===== config.mk =====
export PLATFORM = sky130hd
export DESIGN_NAME = bhm_ram
export DESIGN_NICKNAME = d
export VERILOG_FILES = /design/src/hdl/bhm_ram.sv
export SDC_FILE = /design/constraint.sdc
export NUM_CORES = 2
export LEC_CHECK = 0
export ABC_AREA = 1
export ABC_CLOCK_PERIOD_IN_PS = 2200
export BUFFER_PORTS_ARGS = -buffer_cell sky130_fd_sc_hd__buf_2
export CORE_MARGIN = 2
export CORE_UTILIZATION = 48
export DETAILED_ROUTE_END_ITERATION = 8
export HOLD_SLACK_MARGIN = 0.15
export PLACE_DENSITY = 0.65
export SLEW_MARGIN = 40
export SYNTH_ARGS = -nofsm -noshare
export SYNTH_HDL_FRONTEND = slang
export SYNTH_SLANG_ARGS = --single-unit

===== constraint.sdc =====
create_clock -name clk -period 2.2 [get_ports clk]
set_input_delay 0.11 -clock clk [delete_from_list [all_inputs] [get_ports clk]]
set_output_delay 0.11 -clock clk [all_outputs]
set_load 0.01 [all_outputs]

===== src/hdl/bhm_ram.sv =====
// ----------------------------------------------------------------------------
// bhm_ram
// Generic single-write, single-read RAM with a registered read port.
// ----------------------------------------------------------------------------
module bhm_ram #(
  parameter int WIDTH = 16,
  parameter int DEPTH = 256
) (
  input  logic                     clk,
  input  logic                     wr_en,
  input  logic [$clog2(DEPTH)-1:0] wr_addr,
  input  logic [WIDTH-1:0]         wr_data,
  input  logic                     rd_en,
  input  logic [$clog2(DEPTH)-1:0] rd_addr,
  output logic [WIDTH-1:0]         rd_data
);

  logic [WIDTH-1:0] mem [DEPTH];

  // Write port
  always_ff @(posedge clk) begin
    if (wr_en) begin
      mem[wr_addr] <= wr_data;
    end
  end

  // Registered read port; returns old data on a same-address collision
  always_ff @(posedge clk) begin
    if (rd_en) begin
      rd_data <= mem[rd_addr];
    end
  end

endmodule


==> results.txt <==
Synth warn: 0
CP Capture Point: rd_data[15]$_DFFE_PP_
Clock sinks: 4,112
Max Slew Vio Count: 0
DRC: 0
Vias in the first global route: 105,800
CTS tree: done
Port Buf Inserts: 50
# rows: 215
Ranking of synthesized cells by area: edfxtp_1 (74%), nand3_1 (12%), nand2_1 (9.5%)
Max-cap viol count: 0
Worst Setup SP: mem[161][15]$_DFFE_PP_
Most common cell on crit path: nand3_1
Initial Utilization: 48.3%
CP cell instances: nand2_1, nand3_1, nand3_1, nand3_1, nand3_1, nand3_1, nand3_1, buf_4, nand2_1, nand2_1, nand2_1
Setup TNS: 0 ns
Post-DRT Antenna Nets: 0
R2R setup slack: 0.004 ns
Top Ports: 51
Final Non-Filler Cells: 19,256
Die Y: 592 um
# setup viols final: 0
Inst Count DP: 18,434
Die Area: 350,000 um^2
DR vias/cell: 5.83
Seq/Total Area, Yosys: 74.4%
Top_reg_cell synth: edfxtp_1
FFs w/ async S/R, synth: 0%
EDFF count, synth: 4,112
WS Path Type: flop to flop
CP Data Required Time: 2.96 ns
RSZ-0062 raised after global routing: no
GRT Overall Usage: 27.6%
Clk_skew: 0.128 ns
Most common cell in the synthesized netlist: nand2_1
Final nets: 14,378
Worst vdd ir: 0.000815 V
Register clock-pin slew on the reported worst setup and hold paths: 0.06 ns
Leak: 0.0689 uW
Initial drt markers: 14,938
Final Core Density: 56.5%
Synthesized flop and latch total: 4,112
Area Overhead vs Synth: 17.1%
Crit path max fanout: 1
Reg-to-reg critical path startpoint: mem[161][15]$_DFFE_PP_
Proportion of layout cells with a drive suffix above 1: 12.4%
Post-Syn Nets: 13,652
Via Count: 112,215
Post-synthesis cell count: 13,617
GRT overflow: 0
FF-to-FF End: rd_data[15]$_DFFE_PP_
Die Wd: 592 um
Pwr Density: 862 nW/um^2
Critical-path top delay cell: edfxtp_1
CP endpoint kind: flop
Fmax: 455 MHz
Max stage delay on crit path: 0.37 ns
First-pass DRT Iterations: 7
First-pass GRT wire length: 716,000 um
Initial antenna violation count: 19
Synthesized cell area: 166,000 um^2
Distinct cell type count after synthesis: 14
Routed len/inst: 25.5 um
Worst Path Arrival: 2.96 ns
Final hold violation count: 0
Root Buffer: clkbuf_16
Worst setup SP type: flop
Clk Latency, worst-skew pair: 1.00 ns
Routability cong.: 0.897
Reg2Reg Depth: 11
Clock Tree Buf Depth: 4
Min-delay worst type: input port to flop
Core Box Area: 344,000 um^2
Synth top cells by count: nand2_1 (4,211), edfxtp_1 (4,112), nand3_1 (4,035), buf_2 (495), nor2_1 (283)
Period utilization: 99.8%
Post-synth top area share: 74.4%
Pin count of the biggest net entering global routing: 121
Status: completed
Slew headroom: 42.2%
Number of H-tree levels: 5
Routed WL: 491,000 um
Minimum clock period: 2.20 ns
Number of buffers created by CTS: 420
Synth area leader: edfxtp_1
Worst Tran Pin Value: 0.868 ns
DP HPWL: 302,000 um
Synthesized area per cell: 12.2 um^2
## report_power, final
group,switching (uW),leakage (uW),internal (uW)
Clock,29900,0.00644,39300
Combinational,8130,0.0255,3420
Sequential,103,0.0370,86400
Total,38200,0.0689,129000
## flip-flops by register name, summed over array words and instances, names as in the netlist
signal   cells
rd_data     16
mem       4096
## layer usage
metal  global-route usage (%)  vias to the layer above  part of all wire, %
met4                     11.2                        4                  4.4
met2                     43.2                     5990                   46
met3                     4.56                      970                  9.9
met5                        0                        -               0.0051
li1                         -                    50146                    -
met1                     38.8                    55105                   39
## final cells by class
cell class / count / area, um^2
Antenna cell: 17 / 42.5
Clock buffer: 521 / 11000
Clock inverter: 240 / 2290
Fill cell: 27123 / 149000
Inverter: 39 / 199
Multi-Input combinational cell: 8529 / 37200
Sequential cell: 4112 / 123000
Tap cell: 4557 / 5700
Timing Repair Buffer: 1241 / 14300
## metrics by stage
step	setup WS [ns]	total power, uW	instance area [um^2]	hold slack (ns)
after floorplan	0.250	93500	166000	0.209
after global placement	-0.703	99300	180000	0.486
after detailed placement	-0.730	99400	180000	0.480
after CTS	0.00322	168000	194000	0.155
after global routing	0.00268	172000	194000	0.175
final	0.00360	167000	194000	0.191
## what timing repair did
action                      CTS  global route
gates resized for setup       2             4
hold endpoints to repair   5298             0
setup buffers                 0             0
setup endpoints to repair     2             4
hold buffers                 44             0
## worst max-delay path, delay by kind of cell, from the launching register on
kind                   cells  cell delay, ns
AND/OR/NAND/NOR           10            1.47
flip-flops                 1            0.37
buffers and inverters      1            0.17
## worst min path at each step
| stage | from | depth (start not counted) | to |
|---|---|---|---|
| after floorplan | wr_data[0] | 0 | mem[0][0]$_DFFE_PP_ |
| after global placement | wr_data[4] | 1 | mem[23][4]$_DFFE_PP_ |
| after detailed placement | wr_data[4] | 1 | mem[23][4]$_DFFE_PP_ |
| after CTS | wr_data[10] | 2 | mem[97][10]$_DFFE_PP_ |
| after global routing | wr_data[10] | 2 | mem[97][10]$_DFFE_PP_ |
| final | wr_data[14] | 2 | mem[34][14]$_DFFE_PP_ |
## logic make-up (layout without fill, tap and decap cells)
kind of cell | Yosys count | in the layout | synth area share, %
buffers and inverters | 976 | 2041 | 3.21
and+or+nand+nor | 8529 | 8529 | 22.3
other | 0 | 17 | 0
DFF | 4112 | 4112 | 74.4
## cell usage in the layout, fill, tap and decap left out, types with 32 or more instances in the layout
master,n
clkinv_2,63
bufinv_16,33
edfxtp_1,4112
clkbuf_1,96
nor2_1,251
dlygate4sd3_1,42
buf_4,768
clkinv_1,107
clkbuf_16,425
nor2_2,32
nand3_1,4031
nand2_1,4193
buf_12,381
inv_1,33
Power figures use the tool's default switching activity.
