## src/hdl/bhm_pkg.sv

```systemverilog
// ----------------------------------------------------------------------------
// bhm_pkg
// Shared types and defaults for the byte histogram mode finder.
// ----------------------------------------------------------------------------
package bhm_pkg;

  // Default sizing of the counter memory
  localparam int ALPHABET_SIZE_DEF = 256;
  localparam int COUNT_WIDTH_DEF   = 16;

  // Fixed field widths of the beats
  localparam int CHAR_W  = 8;
  localparam int OCC_W   = 16;

  // One input beat as it moves down the pipe
  typedef struct packed {
    logic [CHAR_W-1:0] char_code;
    logic              has_char;
    logic              end_of_string;
  } item_t;

  // One result beat
  typedef struct packed {
    logic [CHAR_W-1:0] most_common_char;
    logic [OCC_W-1:0]  occurrence_count;
  } result_t;

endpackage

```

## src/hdl/bhm_out_fifo.sv

```systemverilog
// ----------------------------------------------------------------------------
// bhm_out_fifo
// Two-entry result queue that decouples the tally stage from the output
// stall, and tells the input side whether one more result still fits.
// ----------------------------------------------------------------------------
module bhm_out_fifo import bhm_pkg::*; (
  input  logic    clk,
  input  logic    rst,
  input  logic    push,
  input  result_t push_data,
  input  logic    out_stall,
  output logic    out_valid,
  output result_t out_data,
  output logic    room
);

  logic [1:0] cnt;
  logic [1:0] cnt_next;
  result_t    e0;
  result_t    e1;
  logic       pop;

  assign out_valid = (cnt != 2'd0);
  assign out_data  = e0;
  assign pop       = out_valid & ~out_stall;

  // Occupancy after this edge; a new beat accepted now may push next cycle
  always_comb begin
    cnt_next = cnt;
    if (push & ~pop) begin
      cnt_next = cnt + 2'd1;
    end else if (pop & ~push) begin
      cnt_next = cnt - 2'd1;
    end
  end

  assign room = (cnt_next <= 2'd1);

  always_ff @(posedge clk) begin
    if (rst) begin
      cnt <= 2'd0;
    end else begin
      cnt <= cnt_next;
    end
  end

  // Shift entries toward the head
  always_ff @(posedge clk) begin
    if (push & pop) begin
      if (cnt == 2'd2) begin
        e0 <= e1;
        e1 <= push_data;
      end else begin
        e0 <= push_data;
      end
    end else if (pop) begin
      e0 <= e1;
    end else if (push) begin
      if (cnt == 2'd0) begin
        e0 <= push_data;
      end else begin
        e1 <= push_data;
      end
    end
  end

endmodule

```

## config.mk

```make
export PLATFORM = sky130hd
export DESIGN_NAME = bhm_out_fifo
export DESIGN_NICKNAME = d
export VERILOG_FILES = /design/src/hdl/bhm_pkg.sv /design/src/hdl/bhm_out_fifo.sv
export SDC_FILE = /design/constraint.sdc
export NUM_CORES = 1
export LEC_CHECK = 0
export BUFFER_PORTS_ARGS = -buffer_cell sky130_fd_sc_hd__buf_4
export CORE_ASPECT_RATIO = 1.5
export CORE_MARGIN = 2
export CORE_UTILIZATION = 51
export DETAILED_ROUTE_END_ITERATION = 12
export PLACE_DENSITY = 0.78
export REMOVE_ABC_BUFFERS = 1
export SETUP_SLACK_MARGIN = 0.1
export SYNTH_ARGS = -nofsm -noshare
export SYNTH_HDL_FRONTEND = slang
export SYNTH_SLANG_ARGS = --single-unit
```

## constraint.sdc

```tcl
create_clock -name clk -period 3.6 [get_ports clk]
set_clock_uncertainty 0.2 [all_clocks]
set_input_delay 0.72 -clock clk [delete_from_list [all_inputs] [get_ports clk]]
set_output_delay 0.72 -clock clk [all_outputs]
set_load 0.005 [all_outputs]
```

==> results.json, run 1 <==
{
  "status": "completed",
  "root_buffer": "clkbuf_8",
  "p_per_area_mw_per_mm2": 720,
  "cts_tree": "done",
  "synth_top_area_cell": "edfxtp_1",
  "fin_hold_ws_ns": 0.352,
  "grt_pass1_vias": 1085,
  "criticalPathCategory": "flip-flop to output pin",
  "hold_viol_final": 0,
  "synth_area_mm2": 0.00202,
  "cp-start-kind": "flip-flop",
  "finalSetupViolations": 0,
  "core_mm2": 0.00389,
  "gr-total-overflow": 0,
  "placed_cell_area_mm2": 0.00246,
  "dp_slack_ns": 0.967,
  "synth_cell_type_count": 20,
  "drive_gt1_frac": 0.573,
  "clk_transition_reported_paths_ns": 0.08,
  "yosysMostFrequentCell": "edfxtp_1",
  "drv_cap": 0,
  "ant_nets": 0,
  "fin_setup_tns_ns": 0,
  "syn_area_per_cell_um2": 21.0,
  "finalPower_mw": 1.83,
  "maxSlewHeadroom": 0.512,
  "cts_buffers": 5,
  "ys_warn_count": 0,
  "fin_area_mm2": 0.00254,
  "io_buffers": 53,
  "dp_hpwl_mm": 2.56,
  "ios": 54,
  "die_area_mm2": 0.00449,
  "grt_max_degree": 25,
  "cts_resized": 0,
  "p_leak_nw": 1.06,
  "seq_area_frac_synth": 0.734,
  "hold_path.class": "flip-flop to flip-flop",
  "syn_to_final_growth_pct": 26.0,
  "ys_seq_elements": 50,
  "start_util": 0.519,
  "worst-path-max-fanout": 5,
  "vias_per_cell": 5.08,
  "async_flop_share": 0,
  "synth_area_leaders": "edfxtp_1 (71%), mux2_4 (15%), mux2_2 (2.2%)",
  "fp.dieW_um": 55.4,
  "diodes": 0,
  "rsz0062_at_grt": "no",
  "cts.sinks": 50,
  "routabilityCongestion": 0.712,
  "clock_latency_ns": 0.30,
  "ys_top_cells_by_count": "edfxtp_1 (48), mux2_4 (20), inv_1 (4), mux2_2 (4)",
  "grt_busiest_layer": "met2",
  "use_met2": 0.282,
  "dr.pass1.iters": 3,
  "drt_iter0_markers": 14,
  "yosysTopAreaCellShare": 0.714,
  "use_met3": 0.0478,
  "nNetsFinal": 186,
  "slew_viol_final": 0,
  "die_h_um": 81.0,
  "fmax_ghz": 0.363,
  "routedWlPerCell_um": 16.5,
  "synth-edff-count": 48,
  "cts_hold_buffers": 0,
  "cp.required_ns": 2.68,
  "nFillCells": 285,
  "finalCriticalPeriod_ns": 2.75,
  "drc_errors": 0,
  "cts_setup_buffers": 0,
  "grt_pass1_wl_mm": 5.38,
  "dr_total_vias": 1026,
  "final.setup.worst_slack_ns": 0.848,
  "track_usage": 0.163,
  "syn_inst": 96,
  "cts.path.max_buffers": 2,
  "grt_util_met1": 0.180,
  "row_count": 28,
  "htreeDepth": 2,
  "wirelength_mm": 3.33,
  "worst_pin_slew_ns": 0.729,
  "ys.flop_type": "edfxtp_1",
  "antenna_found_initial": 0,
  "min_period_over_period": 0.764,
  "arrival_ns": 1.83,
  "worst_setup_path_end_kind": "output pin",
  "vdd.ir_drop.worst_mv": 0.477
}
-- power by group --
part | internal (mW) | switching (mW)
sequential | 0.888 | 0.0648
combinational | 0.308 | 0.266
clock | 0.137 | 0.166
total | 1.33 | 0.497
-- per-stage QoR --
| step | util | cells |
|---|---|---|
| 2_1_floorplan | - | 94 |
| 3_3_place_gp | 0.633 | 194 |
| 3_5_place_dp | 0.633 | 194 |
| 4_1_cts | 0.654 | 202 |
| 5_1_grt | 0.654 | 202 |
| 6_report | 0.654 | 202 |
-- layout make-up --
| type | instances | area (um^2) | area share |
|---|---|---|---|
| timing repair buffer | 55 | 413 | 0.162 |
| tap | 45 | 56.3 | 0.0221 |
| clock inverter | 1 | 7.51 | 0.00295 |
| inverter | 5 | 18.8 | 0.00738 |
| sequential | 50 | 1480 | 0.582 |
| multi-input combinational | 39 | 490 | 0.193 |
| clock buffer | 7 | 76.3 | 0.0300 |
-- logic make-up (layout without fill, tap and decap cells) --
family	after synthesis	count (layout)	synth area share
xor+xnor	2	2	0.00868
compound gates	7	7	0.0304
buf+inv	7	68	0.0291
fa+ha+maj	3	3	0.0174
mux	24	24	0.171
simple gates	3	3	0.00930
flops	50	50	0.734
-- state kept, by name, summed over array words and instances, names as in the netlist --
signal	cells
cnt	2
e1	24
out_data	24
-- path summary, 6_finish.rpt --
path | depth (start not counted) | start | slack [ns] | end
setup reg to reg | 5 | cnt[0] | 1.11 | out_data[1]
hold / removal | 1 | e1[22] | 0.35 | out_data[22]
hold reg to reg | 1 | e1[22] | 0.35 | out_data[22]
setup / recovery | 6 | cnt[0] | 0.85 | room
-- per-layer routing --
metal	wire length, um	share of wire
met5	0	0
met4	101	0.030
met3	147	0.044
met2	1870	0.56
met1	1220	0.36
-- layout by cell type (no fill, tap or decap), drive strengths merged --
cell / netlist / layout
inv: 5 / 5
buf: 2 / 55
a21o: 1 / 1
ha: 2 / 2
maj3: 1 / 1
dfxtp: 2 / 2
clkinvlp: 0 / 1
xor2: 1 / 1
xnor2: 1 / 1
o211ai: 1 / 1
o22ai: 1 / 1
nor2: 3 / 3
o21ai: 2 / 2
o211a: 1 / 1
mux2: 24 / 24
edfxtp: 48 / 48
a211oi: 1 / 1
clkbuf: 0 / 7
-- worst max-delay path: stages (launching register included) --
cell and delay (ns):
dfxtp_1 0.37, inv_1 0.10, ha_1 0.27, nor2_4 0.10
maj3_1 0.39, o21ai_0 0.17, buf_4 0.14
Power figures use the tool's default switching activity.
==> run 2, diff against run 1 <==
- clock period: 3.6 -> 2.61 ns (I/O delays scaled with it)
==> run 2 against run 1 <==
Wire length is 1.2% lower. Highest routed layer unchanged. Clock power is 46% higher. Power is 41% higher. Critical path depth stayed put. Die area stayed put. Combinational power is 44% higher. Largest power group unchanged. Global-route usage is 0.91 points lower. Sequential share of layout area is 0.26 points lower. Worst setup slack worse by 0.65 ns. Critical path type unchanged.
==> results.json, run 2 (same netlist as run 1, synthesis figures left out) <==
{
  "layout.cells.non_filler": 201,
  "cts.path.max_buffers": 2,
  "m1WireLength_mm": 1.24,
  "grt_pass1_wl_mm": 5.18,
  "fmax_ghz": 0.414,
  "gr-total-overflow": 0,
  "fp.dieW_um": 55.4,
  "finalCriticalPeriod_ns": 2.42,
  "drc_errors": 0,
  "switching_share": 0.269,
  "dr_total_vias": 1026,
  "status": "completed",
  "wirelength_mm": 3.29,
  "grt_pass1_vias": 1041,
  "criticalPathCategory": "flip-flop to output pin",
  "root_buffer": "clkbuf_8",
  "cts_setup_buffers": 0,
  "r2r-end": "out_data[23]",
  "die_h_um": 81.0,
  "finalSetupViolations": 0,
  "start_util": 0.519,
  "routedWlPerCell_um": 16.4,
  "fin_hold_ws_ns": 0.189,
  "p_leak_nw": 1.06,
  "cp-start-kind": "flip-flop",
  "dp_hpwl_mm": 2.41,
  "ios": 54,
  "worst_pin_slew_ns": 1.02,
  "rsz0062_at_grt": "no",
  "layout_common_cells": "buf_4 (54), edfxtp_1 (48), mux2_4 (20)",
  "reg2reg_slack_ns": 0.21,
  "final_common_cell": "buf_4",
  "worst_setup_path_end_kind": "output pin",
  "htreeDepth": 2,
  "p_sw_mw": 0.695,
  "vdd.ir_drop.worst_mv": 0.867,
  "worst-path-max-fanout": 5,
  "intPower_mw": 1.89,
  "ant_nets": 0,
  "hold_viol_final": 0,
  "p_clk_frac": 0.172,
  "drt_iter0_markers": 8,
  "slew_viol_final": 0,
  "core_mm2": 0.00389,
  "share_comb_of_total_power": 0.319,
  "routabilityCongestion": 0.696,
  "wl_met2_mm": 1.86,
  "cts.sinks": 50,
  "drv_cap": 0,
  "nNetsFinal": 185,
  "p_seq_frac": 0.509,
  "r2r_cells": 4,
  "hold_end": "cnt[0]",
  "grt_max_degree": 25,
  "arrival_ns": 1.69,
  "hold_path.class": "input pin to flip-flop",
  "finalPower_mw": 2.58,
  "p_per_area_mw_per_mm2": 1010,
  "track_usage": 0.154,
  "top_layer": "met4",
  "die_area_mm2": 0.00449,
  "drive_gt1_frac": 0.590,
  "min_period_over_period": 0.926,
  "hold_path_depth": 2,
  "utilization": 0.658,
  "worstReg2RegStart": "cnt[0]",
  "io_buffers": 53,
  "cts_buffers": 5,
  "hold_start": "rst",
  "wl_met3_um": 152,
  "place_inst": 193,
  "cp.required_ns": 1.89,
  "syn_to_final_growth_pct": 26.7,
  "maxSlewHeadroom": 0.320,
  "clk_transition_reported_paths_ns": 0.08,
  "cts_tree": "done",
  "dr.pass1.iters": 4,
  "diodes": 0,
  "row_count": 28,
  "antenna_found_initial": 0,
  "vias_per_cell": 5.10,
  "fin_setup_tns_ns": 0,
  "clock_latency_ns": 0.29
}
[run 2: worst max-delay path: stages (launching register included)]
cell     delay (ns)
dfxtp_2        0.36
inv_1          0.12
ha_4           0.18
nor2_4         0.07
maj3_1         0.39
o21ai_1        0.15
buf_4          0.13
[run 2: how the worst max path moves through the flow]
stage           start      endpoint  slack, ns  cells past startpoint
4_1_cts        cnt[0]  out_data[23]       0.09                      4
5_1_grt        cnt[1]          room       0.11                      6
3_3_place_gp   cnt[0]   out_data[1]       0.24                      4
6_report       cnt[0]          room       0.19                      6
3_5_place_dp   cnt[0]  out_data[23]       0.13                      4
2_1_floorplan  cnt[0]         e1[0]      -0.63                      4
[run 2: power by group through the flow]
stage | Combinational [mW] | Clock, mW | Sequential (mW)
after global placement | 0.768 | 0 | 1.32
after detailed placement | 0.808 | 0 | 1.33
after floorplan | 0.378 | 0 | 1.33
after CTS | 0.836 | 0.456 | 1.32
after global routing | 0.890 | 0.484 | 1.34
final | 0.824 | 0.444 | 1.31
[run 2: timing repair]
action                                 CTS  global route
hold buffers                             0             0
resized for setup                        2             2
gates cloned                             0             0
endpoints found under the hold margin    0             0
pin swaps                                1             0
setup endpoints to repair                1            15
[run 2: metal layers]
metal  vias to the layer above  global-route usage
li1                        488                   -
met1                       504               0.176
met2                        29               0.271
met3                         5              0.0446
met4                         0              0.0634
met5                         -                   0
[run 2: cell type report]
type                            count  area (um^2)
Clock buffer                        7         86.3
Clock inverter                      1         5.00
Fill cell                         288         1330
Inverter                            5         18.8
Multi-Input combinational cell     39          503
Sequential cell                    50         1480
Tap cell                           45         56.3
Timing Repair Buffer               54          405
[run 2: per-stage QoR]
step,setup WS [ns],area [um^2]
2_1_floorplan,-0.625,1980
3_3_place_gp,0.237,2450
3_5_place_dp,0.130,2450
4_1_cts,0.0937,2560
5_1_grt,0.109,2560
6_report,0.194,2560
==> run 3, diff against run 2 <==
- ABC_AREA: unset -> 1
==> run 3 against run 2 <==
Sequential share of layout area fell by 0.56 points. Critical path depth rose by 2. Core utilization rose by 0.64 points. Combinational power fell by 27%. Critical path type unchanged. Worst setup slack improved by 0.0066 ns. Via count rose by 18%. Wire length rose by 6.0%. Highest routed layer unchanged. Die area rose by 0.82%. Power fell by 15%. Global-route usage rose by 0.64 points.
==> results.json, run 3 <==
{
  "synth-edff-count": 48,
  "hold_path_depth": 2,
  "drive_gt1_frac": 0.419,
  "p_sw_mw": 0.601,
  "hold_path.class": "input pin to flip-flop",
  "r2r_cells": 5,
  "die_area_mm2": 0.00452,
  "multiInputGateArea_um2": 420,
  "finalPower_mw": 2.19,
  "ys_top_cells_by_count": "edfxtp_1 (48), inv_1 (29), nor2_1 (23)",
  "cts_buffers": 5,
  "grt_max_degree": 49,
  "ant_nets": 0,
  "utilization": 0.664,
  "p_seq_frac": 0.537,
  "switching_share": 0.275,
  "final_common_cell": "buf_4",
  "cts_tree": "done",
  "finalCriticalPeriod_ns": 2.41,
  "layout_common_cells": "buf_4 (55), edfxtp_1 (48), inv_1 (29)",
  "finalSetupViolations": 0,
  "status": "completed",
  "dp_hpwl_mm": 2.55,
  "routedWlPerCell_um": 13.7,
  "syn_area_per_cell_um2": 13.5,
  "die_h_um": 81.4,
  "cts.sinks": 50,
  "drt_iter0_markers": 24,
  "rsz0062_at_grt": "no",
  "gr-total-overflow": 0,
  "grt_pass1_vias": 1224,
  "synth_top_area_cell": "edfxtp_1",
  "htreeDepth": 2,
  "slew_viol_final": 0,
  "fp.dieW_um": 55.6,
  "maxSlewHeadroom": 0.789,
  "ios": 54,
  "ys_warn_count": 0,
  "p_clk_frac": 0.188,
  "share_comb_of_total_power": 0.274,
  "nFillCells": 314,
  "worst_pin_slew_ns": 0.316,
  "register_area_mm2": 0.00148,
  "diodes": 0,
  "yosysMostFrequentCell": "edfxtp_1",
  "cp.required_ns": 1.89,
  "synth_area_leaders": "edfxtp_1 (71%), a21oi_2 (8.6%), inv_1 (5.3%)",
  "grt_pass1_wl_mm": 5.38,
  "core_mm2": 0.00389,
  "ys.flop_type": "edfxtp_1",
  "p_per_area_mw_per_mm2": 847,
  "io_buffers": 53,
  "cts_resized": 0,
  "cts_setup_buffers": 0,
  "cts.path.max_buffers": 2,
  "yosysTopAreaCellShare": 0.708,
  "async_flop_share": 0,
  "drc_errors": 0,
  "min_period_over_period": 0.923,
  "cts_hold_buffers": 0,
  "clk_transition_reported_paths_ns": 0.08,
  "arrival_ns": 1.69,
  "fmax_ghz": 0.415,
  "track_usage": 0.160,
  "syn_inst": 151,
  "vdd.ir_drop.worst_mv": 0.696,
  "reg2reg_slack_ns": 0.75,
  "fin_setup_tns_ns": 0,
  "drv_cap": 0,
  "cp-start-kind": "flip-flop",
  "antenna_found_initial": 0,
  "start_util": 0.523,
  "criticalPathCategory": "flip-flop to output pin",
  "wirelength_mm": 3.49,
  "synth_area_mm2": 0.00204,
  "seq_area_frac_synth": 0.728,
  "worst_setup_path_end_kind": "output pin",
  "routabilityCongestion": 0.648,
  "dr_total_vias": 1212,
  "nNetsFinal": 239,
  "worst-path-max-fanout": 4,
  "synth_cell_type_count": 17,
  "dr.pass1.iters": 3,
  "ys_seq_elements": 50,
  "clock_latency_ns": 0.29,
  "p_leak_nw": 1.09,
  "intPower_mw": 1.59,
  "hold_viol_final": 0,
  "root_buffer": "clkbuf_8",
  "vias_per_cell": 4.75,
  "syn_to_final_growth_pct": 26.9,
  "row_count": 28
}
==> run 3: worst max-delay path, stage by stage (launching register included) <==
cell and delay (ns):
dfxtp_2 0.36, inv_1 0.08, ha_1 0.26, nor2_4 0.17
nand2_1 0.13, nand2_1 0.08, nand2_1 0.06, and2_1 0.13
buf_4 0.13
==> run 3: final timing paths <==
path,startpoint,end
worst max register to register,cnt[0],out_data[23]
worst min-delay path,rst,cnt[0]
worst min register to register,cnt[0],cnt[0]
worst max-delay path,cnt[0],room
==> run 3: final cells by class <==
cell class / count / area share
clock inverters: 2 / 0.00339
inverters: 29 / 0.0422
repair buffers: 56 / 0.168
clock buffers: 6 / 0.0281
multi-input cells: 67 / 0.163
flip-flops and latches: 50 / 0.574
well taps: 45 / 0.0218
==> run 3: logic make-up after synthesis <==
kind of cell               after synthesis  share of synthesized area
buffers and inverters                   34                     0.0750
adders and majority gates                2                     0.0123
DFF                                     50                      0.728
and+or+nand+nor                         34                     0.0688
AOI/OAI and AO/OA                       31                      0.116
==> run 3: through the flow <==
stage               worst slack [ns]  hold slack [ns]  cell area (um^2)  cells
floorplan                    -0.0203            0.280              1990    146
global placement               0.584            0.298              2500    247
detailed placement             0.468            0.336              2500    247
CTS                            0.137            0.183              2580    255
global route                  0.0876            0.174              2580    255
finish                         0.201            0.185              2580    255
==> run 3: layer usage <==
| layer | vias to the layer above | wire (um) | GRT usage |
|---|---|---|---|
| met1 | 549 | 1280 | 0.160 |
| met4 | 0 | 91 | 0.0951 |
| li1 | 620 | - | - |
| met3 | 8 | 151 | 0.0446 |
| met2 | 35 | 1960 | 0.295 |
| met5 | - | 0 | 0 |
==> run 3: power by group through the flow <==
stage | Combinational (mW) | Clock (mW) | Sequential, mW
detailed placement | 0.607 | 0 | 1.20
floorplan | 0.269 | 0 | 1.21
global route | 0.665 | 0.455 | 1.19
finish | 0.600 | 0.412 | 1.18
global placement | 0.579 | 0 | 1.18
CTS | 0.608 | 0.425 | 1.18
