==> src/hdl/bhm_pkg.sv <==
// ----------------------------------------------------------------------------
// bhm_pkg
// Shared types and defaults for the byte histogram mode finder.
// ----------------------------------------------------------------------------
package bhm_pkg;

  // Default sizing of the counter memory
  localparam int ALPHABET_SIZE_DEF = 256;
  localparam int COUNT_WIDTH_DEF   = 16;

  // Fixed field widths of the beats
  localparam int CHAR_W  = 8;
  localparam int OCC_W   = 16;

  // One input beat as it moves down the pipe
  typedef struct packed {
    logic [CHAR_W-1:0] char_code;
    logic              has_char;
    logic              end_of_string;
  } item_t;

  // One result beat
  typedef struct packed {
    logic [CHAR_W-1:0] most_common_char;
    logic [OCC_W-1:0]  occurrence_count;
  } result_t;

endpackage

==> src/hdl/bhm_tally.sv <==
// ----------------------------------------------------------------------------
// bhm_tally
// Read-modify-write stage of the counter memory: applies touched flags and
// forwarding to the read data, bumps the count, tracks the leading byte and
// forms the result on the end of a string.
// ----------------------------------------------------------------------------
module bhm_tally import bhm_pkg::*; #(
  parameter int ALPHABET_SIZE = ALPHABET_SIZE_DEF,
  parameter int COUNT_WIDTH   = COUNT_WIDTH_DEF
) (
  input  logic                             clk,
  input  logic                             rst,
  input  logic                             s1_valid,
  input  item_t                            s1_item,
  input  logic [COUNT_WIDTH-1:0]           rd_data,
  output logic                             wr_en,
  output logic [$clog2(ALPHABET_SIZE)-1:0] wr_addr,
  output logic [COUNT_WIDTH-1:0]           wr_data,
  output logic                             push,
  output result_t                          result
);

  localparam int AW = $clog2(ALPHABET_SIZE);

  logic [ALPHABET_SIZE-1:0] touched;
  logic                     fwd_valid;
  logic [AW-1:0]            fwd_idx;
  logic [COUNT_WIDTH-1:0]   fwd_data;
  logic [CHAR_W-1:0]        best_char;
  logic [COUNT_WIDTH-1:0]   best_count;

  logic                     in_range;
  logic [AW-1:0]            idx;
  logic                     cnt_en;
  logic                     fwd_hit;
  logic [COUNT_WIDTH-1:0]   old_count;
  logic [COUNT_WIDTH-1:0]   new_count;
  logic                     better;
  logic                     take;
  logic                     at_end;
  logic [CHAR_W-1:0]        res_char;
  logic [COUNT_WIDTH-1:0]   res_count;

  // Decode the beat; bytes beyond the alphabet are not counted
  assign in_range = {1'b0, s1_item.char_code} < (CHAR_W + 1)'(ALPHABET_SIZE);
  assign idx      = s1_item.char_code[AW-1:0];
  assign cnt_en   = s1_valid & s1_item.has_char & in_range;
  assign at_end   = s1_valid & s1_item.end_of_string;

  // Take the last write when it hit the same entry; untouched entries read zero
  assign fwd_hit   = fwd_valid & (fwd_idx == idx);
  assign old_count = touched[idx] ? (fwd_hit ? fwd_data : rd_data) : '0;
  assign new_count = (old_count == {COUNT_WIDTH{1'b1}}) ? old_count
                                                        : old_count + COUNT_WIDTH'(1);

  // Lead changes on a higher count, or an equal count at a lower byte
  assign better = (new_count > best_count) ||
                  ((new_count == best_count) && (s1_item.char_code < best_char));
  assign take   = cnt_en & better;

  assign res_char  = take ? s1_item.char_code : best_char;
  assign res_count = take ? new_count : best_count;

  // Write back the bumped count
  assign wr_en   = cnt_en;
  assign wr_addr = idx;
  assign wr_data = new_count;

  // Touched flags: set on a count, drop all at the end of a string
  always_ff @(posedge clk) begin
    if (rst) begin
      touched <= '0;
    end else if (at_end) begin
      touched <= '0;
    end else if (cnt_en) begin
      touched[idx] <= 1'b1;
    end
  end

  // Hold the last write into the next cycle to cover the read that overlapped it
  always_ff @(posedge clk) begin
    if (rst) begin
      fwd_valid <= 1'b0;
    end else begin
      fwd_valid <= cnt_en;
    end
  end

  always_ff @(posedge clk) begin
    if (cnt_en) begin
      fwd_idx  <= idx;
      fwd_data <= new_count;
    end
  end

  // Leader registers
  always_ff @(posedge clk) begin
    if (rst) begin
      best_char  <= '0;
      best_count <= '0;
    end else if (at_end) begin
      best_char  <= '0;
      best_count <= '0;
    end else if (take) begin
      best_char  <= s1_item.char_code;
      best_count <= new_count;
    end
  end

  // Result beat; clamp or zero-extend the count to the output width
  assign push                    = at_end;
  assign result.most_common_char = res_char;

  generate
    if (COUNT_WIDTH > OCC_W) begin : g_clamp
      assign result.occurrence_count = (|res_count[COUNT_WIDTH-1:OCC_W]) ? {OCC_W{1'b1}}
                                                                         : res_count[OCC_W-1:0];
    end else begin : g_extend
      assign result.occurrence_count = OCC_W'(res_count);
    end
  endgenerate

endmodule

==> config.mk <==
export PLATFORM = sky130hd
export DESIGN_NAME = bhm_tally
export DESIGN_NICKNAME = d
export VERILOG_FILES = /design/src/hdl/bhm_pkg.sv /design/src/hdl/bhm_tally.sv
export SDC_FILE = /design/constraint.sdc
export NUM_CORES = 1
export LEC_CHECK = 0
export ABC_AREA = 1
export BUFFER_PORTS_ARGS = -buffer_cell sky130_fd_sc_hd__buf_4
export CORE_MARGIN = 1.5
export CORE_UTILIZATION = 55
export DETAILED_ROUTE_END_ITERATION = 8
export PLACE_DENSITY_LB_ADDON = 0.25
export SETUP_SLACK_MARGIN = 0.3
export SLEW_MARGIN = 25
export SYNTH_ARGS = -nofsm -noshare
export SYNTH_HDL_FRONTEND = slang
export SYNTH_SLANG_ARGS = --single-unit
==> constraint.sdc <==
create_clock -name clk -period 13.63 [get_ports clk]
set_input_delay 0.6815 -clock clk [delete_from_list [all_inputs] [get_ports clk]]
set_output_delay 0.6815 -clock clk [all_outputs]
set_load 0.01 [all_outputs]
==> results of run 1 <==
==> flip-flops by register name, indices dropped and copies added (netlist names) <==
register,count
fwd_valid,1
best_count,16
fwd_idx,8
touched,256
best_char,8
fwd_data,16
==> final timing paths <==
check                                              start                   endpoint  slack [ns]  cells after the start
worst max-delay path                          s1_item[2]                  result[0]        5.37                     40
worst min-delay path                                 rst       fwd_valid$_SDFF_PP0_        0.34                      2
worst min register to register  touched[78]$_SDFFE_PP0P_   touched[78]$_SDFFE_PP0P_        0.45                      2
worst max register to register  touched[25]$_SDFFE_PP0P_  best_count[11]$_SDFF_PP0_        7.58                     37
==> routing by layer <==
metal,track usage,part of all wire,vias to the layer above
met2,0.438,0.45,478
li1,-,-,6699
met5,0,0,-
met3,0.0362,0.072,76
met1,0.385,0.45,6167
met4,0.0920,0.028,0
==> cells in the mapped netlist, types with 6 or more instances <==
cell type / count
buf_6: 19
o21ai_1: 47
dfxtp_1: 281
nor3_1: 13
inv_1: 195
a21oi_1: 268
xor2_1: 6
nand4_1: 9
buf_4: 20
nand3_1: 30
nor2_1: 281
ha_1: 24
o21ai_0: 59
nand2_1: 724
edfxtp_1: 24
clkbuf_1: 75
inv_2: 9
buf_2: 16
==> cell usage in the layout (no fill, tap or decap), types with 2 or more instances in the layout <==
cell and instances:
clkinv_1 3, nand2_2 5, nor3_4 5, nand2_4 3, a21oi_1 268, xor2_1 6, clkbuf_1 11, o21a_1 3
nand3_2 3, dfxtp_1 281, nor2_2 25, xnor2_1 4, nand2_1 724, nand3_1 29, buf_4 89, inv_1 194
o21ai_1 47, nor2_4 5, nor2_1 261, o221ai_1 2, or2_2 3, o21ai_2 5, ha_1 24, inv_2 10
nor3_2 6, clkbuf_16 35, nor3_1 5, clkbuf_8 4, nand4_1 9, edfxtp_1 24, o21ai_0 59, clkinv_2 5
==> cell families (layout without fill, tap and decap cells) <==
family          count (synthesis)  count (layout)  synth area share
compound gates                388             388             0.137
fa+ha+maj                      24              24            0.0206
xor+xnor                       10              10           0.00601
simple gates                 1089            1089             0.297
buf+inv                       337             357             0.103
mux                             1               1          0.000772
flops                         305             305             0.435
==> cell type report <==
class	instances	share of cell area
clock buffer	50	0.0602
timing repair buffer	91	0.0433
clock inverter	10	0.00519
sequential	305	0.393
inverter	206	0.0479
multi-input combinational	1512	0.424
tap	335	0.0260
==> per-stage QoR <==
step                std cells  hold slack, ns  power, uW  area, sq um
floorplan                2154           0.430       1290        14600
global placement         2449           0.436       1490        15100
detailed placement       2449           0.441       1500        15100
CTS                      2509           0.329       2360        16100
global route             2509           0.351       2470        16100
finish                   2509           0.335       2360        16100
==> power groups by stage <==
stage	logic, uW	clock network (uW)	registers [uW]
6_report	535	875	948
2_1_floorplan	331	0	963
4_1_cts	533	883	947
3_5_place_dp	532	0	967
5_1_grt	599	921	950
3_3_place_gp	526	0	965
==> impl_metrics.json, run 1 <==
{
  "status": "complete, no violations",
  "worst_pin_slew_ns": 1.42,
  "clock_latency_ns": 0.52,
  "fin_ws_ns": 5.37,
  "grt_pass1_vias": 12200,
  "regArea_sq_um": 6350,
  "cp_common_cell": "nand2_1",
  "grt_overflow": 0,
  "syn_inst": 2154,
  "p_clk_frac": 0.371,
  "critPathLaunchType": "primary input",
  "die_area_sq_um": 27500,
  "min_period_ns": 8.26,
  "avgSynthCellArea_sq_um": 6.77,
  "critPathCaptureType": "primary output",
  "slowest_stage": "inv_1",
  "synth_top_area_cell": "dfxtp_1",
  "rows": 59,
  "via_per_inst": 5.35,
  "cts_resized": 0,
  "switchingPower_uw": 704,
  "die_x_um": 166,
  "post-cts-setup-buffer-count": 0,
  "leakage_uw": 0.00695,
  "grt_max_degree": 232,
  "hold_path_class": "in -> reg",
  "nets": 2203,
  "yosysUniqueCellTypes": 42,
  "drtIter0Drc": 1351,
  "yosysTopAreaCellShare": 0.386,
  "cp.arrival_ns": 7.58,
  "cts_sinks": 305,
  "cp_top_family": "simple AND/OR/NAND/NOR gates",
  "clock-skew-final_ns": 0.0244,
  "synthTopCellsByArea": "dfxtp_1 39%, nand2_1 19%, a21oi_1 9.2%",
  "setup_viol": 0,
  "io_pins": 79,
  "fillers": 2471,
  "peakVddDrop_uv": 189,
  "ys_warn_count": 0,
  "finalWeightedCongestion": 0.881,
  "synth_ff_type": "dfxtp_1",
  "cts_root_buffer": "clkbuf_16",
  "critical_path_required_ns": 12.95,
  "hpwl_mm": 23.8,
  "grt_usage": 0.275,
  "worst-setup-path-type": "in -> out",
  "io_buffers": 78,
  "firstDrtPassIters": 5,
  "finalSetupTns_ns": 0,
  "num_vias": 13400,
  "tritoncts": "yes",
  "grt_setup_unrepaired": "false",
  "numCtsBuffers": 34,
  "cts-hold-fix-buffers": 0,
  "ys_seq_elements": 305,
  "areaGrowthSynthToFinish_pct": 10.8,
  "chipHeight_um": 166,
  "p_sw_frac": 0.299,
  "design.core.area_sq_um": 26100,
  "seqPwrFrac": 0.402,
  "synth_edf_count": 24,
  "start_util": 0.559,
  "antenna_found_initial": 0,
  "async_reset_ff_frac": 0,
  "cts_max_level": 2,
  "cp_num_buf_inv": 12,
  "drt-total-wl_mm": 38.4,
  "p_int_uw": 1650,
  "max_stage_delay_ns": 0.57,
  "drv_slew": 0,
  "clock_path_buffers": 3,
  "cp_max_fo": 84,
  "grt_pass1_wl_mm": 62.5,
  "syn_nets": 2207,
  "yosysSeqAreaShare": 0.435,
  "path_clk_slew_ns": 0.06,
  "n_antenna_cell": 0,
  "drv_cap": 0,
  "multiInputGateArea_sq_um": 6850,
  "max_slew_margin": 0.0513,
  "drive_gt1_frac": 0.0989,
  "p_per_area_nw_per_um2": 146,
  "hold_viol_final": 0,
  "fmax_mhz": 121,
  "wl_per_cell_um": 15.3,
  "post-place-ws_ns": 5.45,
  "p_comb_frac": 0.227,
  "fin_crit_sh": 0.606,
  "detail-route-antenna-nets": 0,
  "drc": 0,
  "postLayoutCoreUtil": 0.620,
  "synth_area_sq_um": 14600
}
Note: power is estimated with default switching activity, not from simulation.
==> run 2: changes to the inputs <==
Clock period 13.63 ns to 7.6 ns, I/O delays scaled along.
==> run 2 against run 1 <==
  * Total power grew 73%
  * Flip-flop and latch count is the same
  * Hold slack lost 0.28 ns
  * Die area is the same
  * Final area shrank 0.31%
  * Non-clock buffer count grew 4
  * Clock-buffer cell count shrank 3
  * Final cell count shrank 0.24%
  * First-iteration DRC count shrank 10%
  * Sequential share of layout area grew 0.12 points
==> impl_metrics.json, run 2 (synthesis gave the netlist of run 1 again) <==
{
  "reg_top3": "touched (256), best_count (16), fwd_data (16)",
  "die_x_um": 166,
  "path_clk_slew_ns": 0.06,
  "grt_max_degree": 155,
  "critPathCaptureType": "primary output",
  "rows": 59,
  "final_cell_area_sq_um": 16100,
  "max_slew_margin": 0.259,
  "fmax_mhz": 150,
  "max_stage_delay_ns": 0.46,
  "via_per_inst": 5.33,
  "grt_pass1_vias": 12400,
  "cp.arrival_ns": 6.28,
  "peakVddDrop_uv": 278,
  "slowest_stage": "inv_1",
  "fin_crit_sh": 0.877,
  "hpwl_mm": 23.9,
  "design.core.area_sq_um": 26100,
  "placed_cells": 2452,
  "hold_viol_final": 0,
  "wl_per_cell_um": 15.3,
  "areaGrowthSynthToFinish_pct": 10.4,
  "status": "complete, no violations",
  "final_common_cell": "nand2_1",
  "post-cts-setup-buffer-count": 0,
  "fin_ws_ns": 0.937,
  "largest-register": "touched",
  "post-place-ws_ns": 0.970,
  "setup_viol": 0,
  "regArea_sq_um": 6350,
  "clock_latency_ns": 0.57,
  "antenna_found_initial": 0,
  "finalSetupTns_ns": 0,
  "cp_common_cell": "nand2_1",
  "p_per_area_nw_per_um2": 254,
  "grt_usage": 0.274,
  "detail-route-antenna-nets": 0,
  "grt_overflow": 0,
  "place_area_sq_um": 15100,
  "die_area_sq_um": 27500,
  "tritoncts": "yes",
  "start_util": 0.559,
  "clock-skew-final_ns": 0.0272,
  "critical_path_required_ns": 7.22,
  "finalWeightedCongestion": 0.885,
  "hold_path_class": "in -> reg",
  "clock_path_buffers": 3,
  "leakage_uw": 0.00693,
  "cts_root_buffer": "clkbuf_16",
  "numCtsBuffers": 31,
  "drv_slew": 0,
  "min_period_ns": 6.66,
  "worst_pin_slew_ns": 1.11,
  "grt_pass1_wl_mm": 62.7,
  "worst-setup-path-type": "in -> out",
  "io_buffers": 78,
  "cts_sinks": 305,
  "nets": 2204,
  "stdcell_count": 2503,
  "drc": 0,
  "grt_setup_unrepaired": "false",
  "chipHeight_um": 166,
  "cp_max_fo": 154,
  "drv_cap": 0,
  "drive_gt1_frac": 0.0950,
  "n_antenna_cell": 0,
  "final_cell_mix": "724 x nand2_1, 281 x dfxtp_1, 268 x a21oi_1, 264 x nor2_1, 194 x inv_1",
  "finalPower_uw": 4080,
  "firstDrtPassIters": 5,
  "num_vias": 13400,
  "io_pins": 79,
  "drt-total-wl_mm": 38.4,
  "cts_max_level": 1,
  "largest_register_ffs": 256,
  "fillers": 2461,
  "multiInputGateArea_sq_um": 6890,
  "drtIter0Drc": 1214,
  "critPathLaunchType": "primary input"
}
-- run 2: cell types whose count changed in the layout (fill, tap and decap cells not counted), moves of 2 or more --
cell | before | now
clkinv_2 | 5 | 1
nor2_2 | 25 | 16
clkbuf_16 | 35 | 32
nor2_4 | 5 | 11
nor2_1 | 261 | 264
nor3_4 | 5 | 8
inv_4 | 0 | 2
buf_4 | 89 | 92
nor3_2 | 6 | 3
-- run 2: what timing repair did --
item | 4_1_cts | 5_1_grt
hold buffers | 1 | 0
endpoints found under the hold margin | 1 | 0
gates resized for setup | 0 | 3
endpoints found under the setup margin | 0 | 4
-- run 2: critical path, delay by kind of cell --
kind	cells	cell delay [ns]
buf+inv	12	1.93
fa+ha+maj	2	0.57
compound gates	1	0.23
simple gates	24	2.97
-- run 2: area by class of cell --
type	instances	share of cell area
Clock buffer	47	0.0564
Inverter	206	0.0482
Tap cell	335	0.0260
Sequential cell	305	0.394
Timing Repair Buffer	95	0.0459
Clock inverter	3	0.00124
Multi-Input combinational cell	1512	0.428
-- run 2: power breakdown --
part	total (uW)	internal, uW	switching (uW)
registers	1700	1680	17.3
clock network	1420	811	613
logic	961	366	595
-- run 2: routing by layer --
layer,up-vias,GRT usage,part of all wire
li1,6705,-,-
met1,6135,0.384,0.46
met2,448,0.445,0.44
met3,63,0.0353,0.074
met4,0,0.0779,0.024
met5,-,0,0
-- run 2: stage by stage --
step                       util  hold WS [ns]
after detailed placement  0.581         0.440
after CTS                 0.617        0.0310
after global routing      0.618        0.0477
final                     0.618        0.0509
after global placement    0.579         0.436
after floorplan               -         0.430
-- run 2: worst paths after layout --
check / slack (ns) / start / depth (start not counted) / endpoint
min: 0.05 / s1_item[7] / 1 / fwd_idx[5]$_DFFE_PP_
max reg2reg: 2.33 / fwd_idx[5]$_DFFE_PP_ / 29 / best_count[7]$_SDFF_PP0_
min reg2reg: 0.45 / touched[245]$_SDFFE_PP0P_ / 2 / touched[245]$_SDFFE_PP0P_
max: 0.94 / s1_item[2] / 39 / result[15]
==> run 3: changes to the inputs <==
Settings changed: ABC_AREA 1 to unset.
==> run 3 against run 2 <==
  * Critical path depth decreased by 13
  * Clock skew decreased by 0.0041 ns
  * Hold slack improved by 0.13 ns
  * Combinational power decreased by 70%
  * Utilization increased by 1.7 points
  * Area after synthesis decreased by 6.9%
  * Final cell count decreased by 27%
  * Fmax decreased by 3.4%
  * Register-to-register slack got worse by 0.65 ns
  * Clock power increased by 4%
  * Largest cell class unchanged
  * Final area decreased by 4.3%
==> impl_metrics.json, run 3 <==
{
  "synth_area_sq_um": 13600,
  "drive_gt1_frac": 0.185,
  "postLayoutCoreUtil": 0.635,
  "cp_max_fo": 21,
  "synth_ff_type": "dfxtp_1",
  "antenna_found_initial": 0,
  "chipHeight_um": 160,
  "detail-route-antenna-nets": 0,
  "synthTopCellsByArea": "dfxtp_1 41%, mux4_2 10%, a21oi_1 10%",
  "rows": 57,
  "drv_cap": 0,
  "clock-skew-final_ns": 0.0232,
  "worst-setup-path-type": "in -> out",
  "async_reset_ff_frac": 0,
  "reg_top3": "touched (256), best_count (16), fwd_data (16)",
  "firstDrtPassIters": 6,
  "grt_pass1_vias": 10500,
  "largest-register": "touched",
  "synth_xor_area_frac": 0.0115,
  "grt_usage": 0.277,
  "synth_common_cells": "310 x nor2_1, 281 x dfxtp_1, 271 x a21oi_1",
  "synth_adder_area_share": 0.0221,
  "largest_register_ffs": 256,
  "avgSynthCellArea_sq_um": 9.45,
  "yosysTopAreaCellShare": 0.414,
  "status": "complete, no violations",
  "peakVddDrop_uv": 200,
  "drt-total-wl_mm": 35.8,
  "syn_inst": 1437,
  "yosysSeqAreaShare": 0.467,
  "drc": 0,
  "cts_max_level": 1,
  "clock_path_buffers": 3,
  "grt_pass1_wl_mm": 57.0,
  "synth_edf_count": 24,
  "critPathLaunchType": "primary input",
  "synth_compound_area_frac": 0.158,
  "max_slew_margin": 0.248,
  "die_area_sq_um": 25600,
  "path_clk_slew_ns": 0.06,
  "synth.mux.area_fraction": 0.141,
  "finalPower_uw": 3400,
  "numCtsBuffers": 31,
  "finalSetupTns_ns": 0,
  "p_per_area_nw_per_um2": 221,
  "fmax_mhz": 145,
  "ys_seq_elements": 305,
  "ys_warn_count": 0,
  "via_per_inst": 6.02,
  "syn_nets": 1490,
  "die_x_um": 160,
  "io_buffers": 78,
  "areaGrowthSynthToFinish_pct": 13.4,
  "grt_setup_unrepaired": "false",
  "n_antenna_cell": 0,
  "tritoncts": "yes",
  "hold_path_class": "in -> reg",
  "num_vias": 10900,
  "synth_top_family_by_area": "compound AO/OA/AOI/OAI gates",
  "hpwl_mm": 22.8,
  "cts_sinks": 305,
  "nets": 1523,
  "final_cell_mix": "293 x nor2_1, 281 x dfxtp_1, 271 x a21oi_1, 106 x buf_4, 63 x mux4_2",
  "worst_pin_slew_ns": 1.13,
  "synth_top_area_cell": "dfxtp_1",
  "hold_viol_final": 0,
  "design.core.area_sq_um": 24200,
  "clock_latency_ns": 0.56,
  "setup_viol": 0,
  "yosysMostFrequentCell": "nor2_1",
  "final_common_cell": "nor2_1",
  "drtIter0Drc": 1151,
  "cp.arrival_ns": 6.52,
  "grt_max_degree": 187,
  "io_pins": 79,
  "drv_slew": 0,
  "critPathCaptureType": "primary output",
  "min_period_ns": 6.90,
  "cts_root_buffer": "clkbuf_16",
  "critical_path_required_ns": 7.22,
  "synthSimpleGateAreaFrac": 0.151,
  "leakage_uw": 0.00574,
  "finalWeightedCongestion": 0.920,
  "wl_per_cell_um": 19.7,
  "start_util": 0.560,
  "fillers": 2007,
  "grt_overflow": 0,
  "fin_crit_sh": 0.908,
  "yosysUniqueCellTypes": 76
}
[run 3: cell types whose count changed after synthesis, moves of 13 or more]
cell and change:
nor2_1 +29, o21ai_1 -46, buf_6 -14, mux4_2 +63, mux2i_1 +27, o21ai_0 -47
nand2_1 -676, inv_1 -168, and2_1 +13
[run 3: report_power, final]
part | switching [uW] | internal, uW
clock network | 628 | 838
registers | 8.29 | 1630
logic | 186 | 104
total | 822 | 2580
[run 3: timing repair]
action / 4_1_cts / 5_1_grt
hold endpoints to repair: 1 / 0
setup buffers: 0 / 0
setup endpoints to repair: 0 / 19
hold buffers: 1 / 0
gates resized for setup: 0 / 8
[run 3: cell type report]
type,instances,area [sq um],share of cell area
Clock inverter,12,91.3,0.00593
Inverter,27,101,0.00658
Multi-Input combinational cell,992,6670,0.433
Tap cell,324,405,0.0263
Sequential cell,305,6350,0.412
Clock buffer,46,883,0.0574
Timing Repair Buffer,113,900,0.0584
[run 3: cell families after synthesis]
kind of cell | count (synthesis)
AO/OA/AOI/OAI | 375
XOR/XNOR | 17
adder cells (fa/ha/maj) | 24
buffers and inverters | 140
flip-flops | 305
multiplexers | 106
AND/OR/NAND/NOR | 470
[run 3: final timing paths]
check	end	startpoint	depth (start not counted)	slack (ns)
max	result[1]	s1_item[2]	26	0.70
min	fwd_valid$_SDFF_PP0_	s1_item[1]	3	0.18
max reg2reg	best_char[6]$_SDFF_PP0_	touched[47]$_SDFFE_PP0P_	22	1.68
min reg2reg	touched[95]$_SDFFE_PP0P_	touched[95]$_SDFFE_PP0P_	2	0.46
[run 3: per-layer routing]
metal,global-route usage,vias up,wire length [um]
li1,-,5180,-
met1,0.377,5241,15600
met2,0.455,447,16700
met3,0.0395,79,2540
met4,0.0901,0,988
met5,0,-,0
[run 3: critical path, stage by stage]
cell	delay [ns]
buf_4	0.20
buf_12	0.20
buf_6	0.28
mux4_2	0.54
mux4_2	0.46
a21oi_1	0.30
o2111a_1	0.25
or2_4	0.23
nor2_1	0.07
ha_1	0.22
o21a_1	0.22
a311oi_4	0.32
nor4b_1	0.36
nor3_2	0.10
nor2_1	0.20
ha_1	0.28
a21o_1	0.18
a21o_1	0.17
a211oi_1	0.20
o21ai_0	0.11
o211ai_1	0.15
a31o_2	0.25
buf_4	0.22
nor4_1	0.08
or3_1	0.36
buf_4	0.15
[run 3: metrics by stage]
stage | setup slack [ns] | instances | cell area (sq um) | hold slack, ns
after floorplan | 0.942 | 1437 | 13600 | 0.428
after global placement | 0.688 | 1760 | 14300 | 0.440
after detailed placement | 0.487 | 1760 | 14300 | 0.451
after CTS | 0.473 | 1819 | 15300 | 0.177
after global routing | 0.330 | 1819 | 15400 | 0.207
final | 0.700 | 1819 | 15400 | 0.177
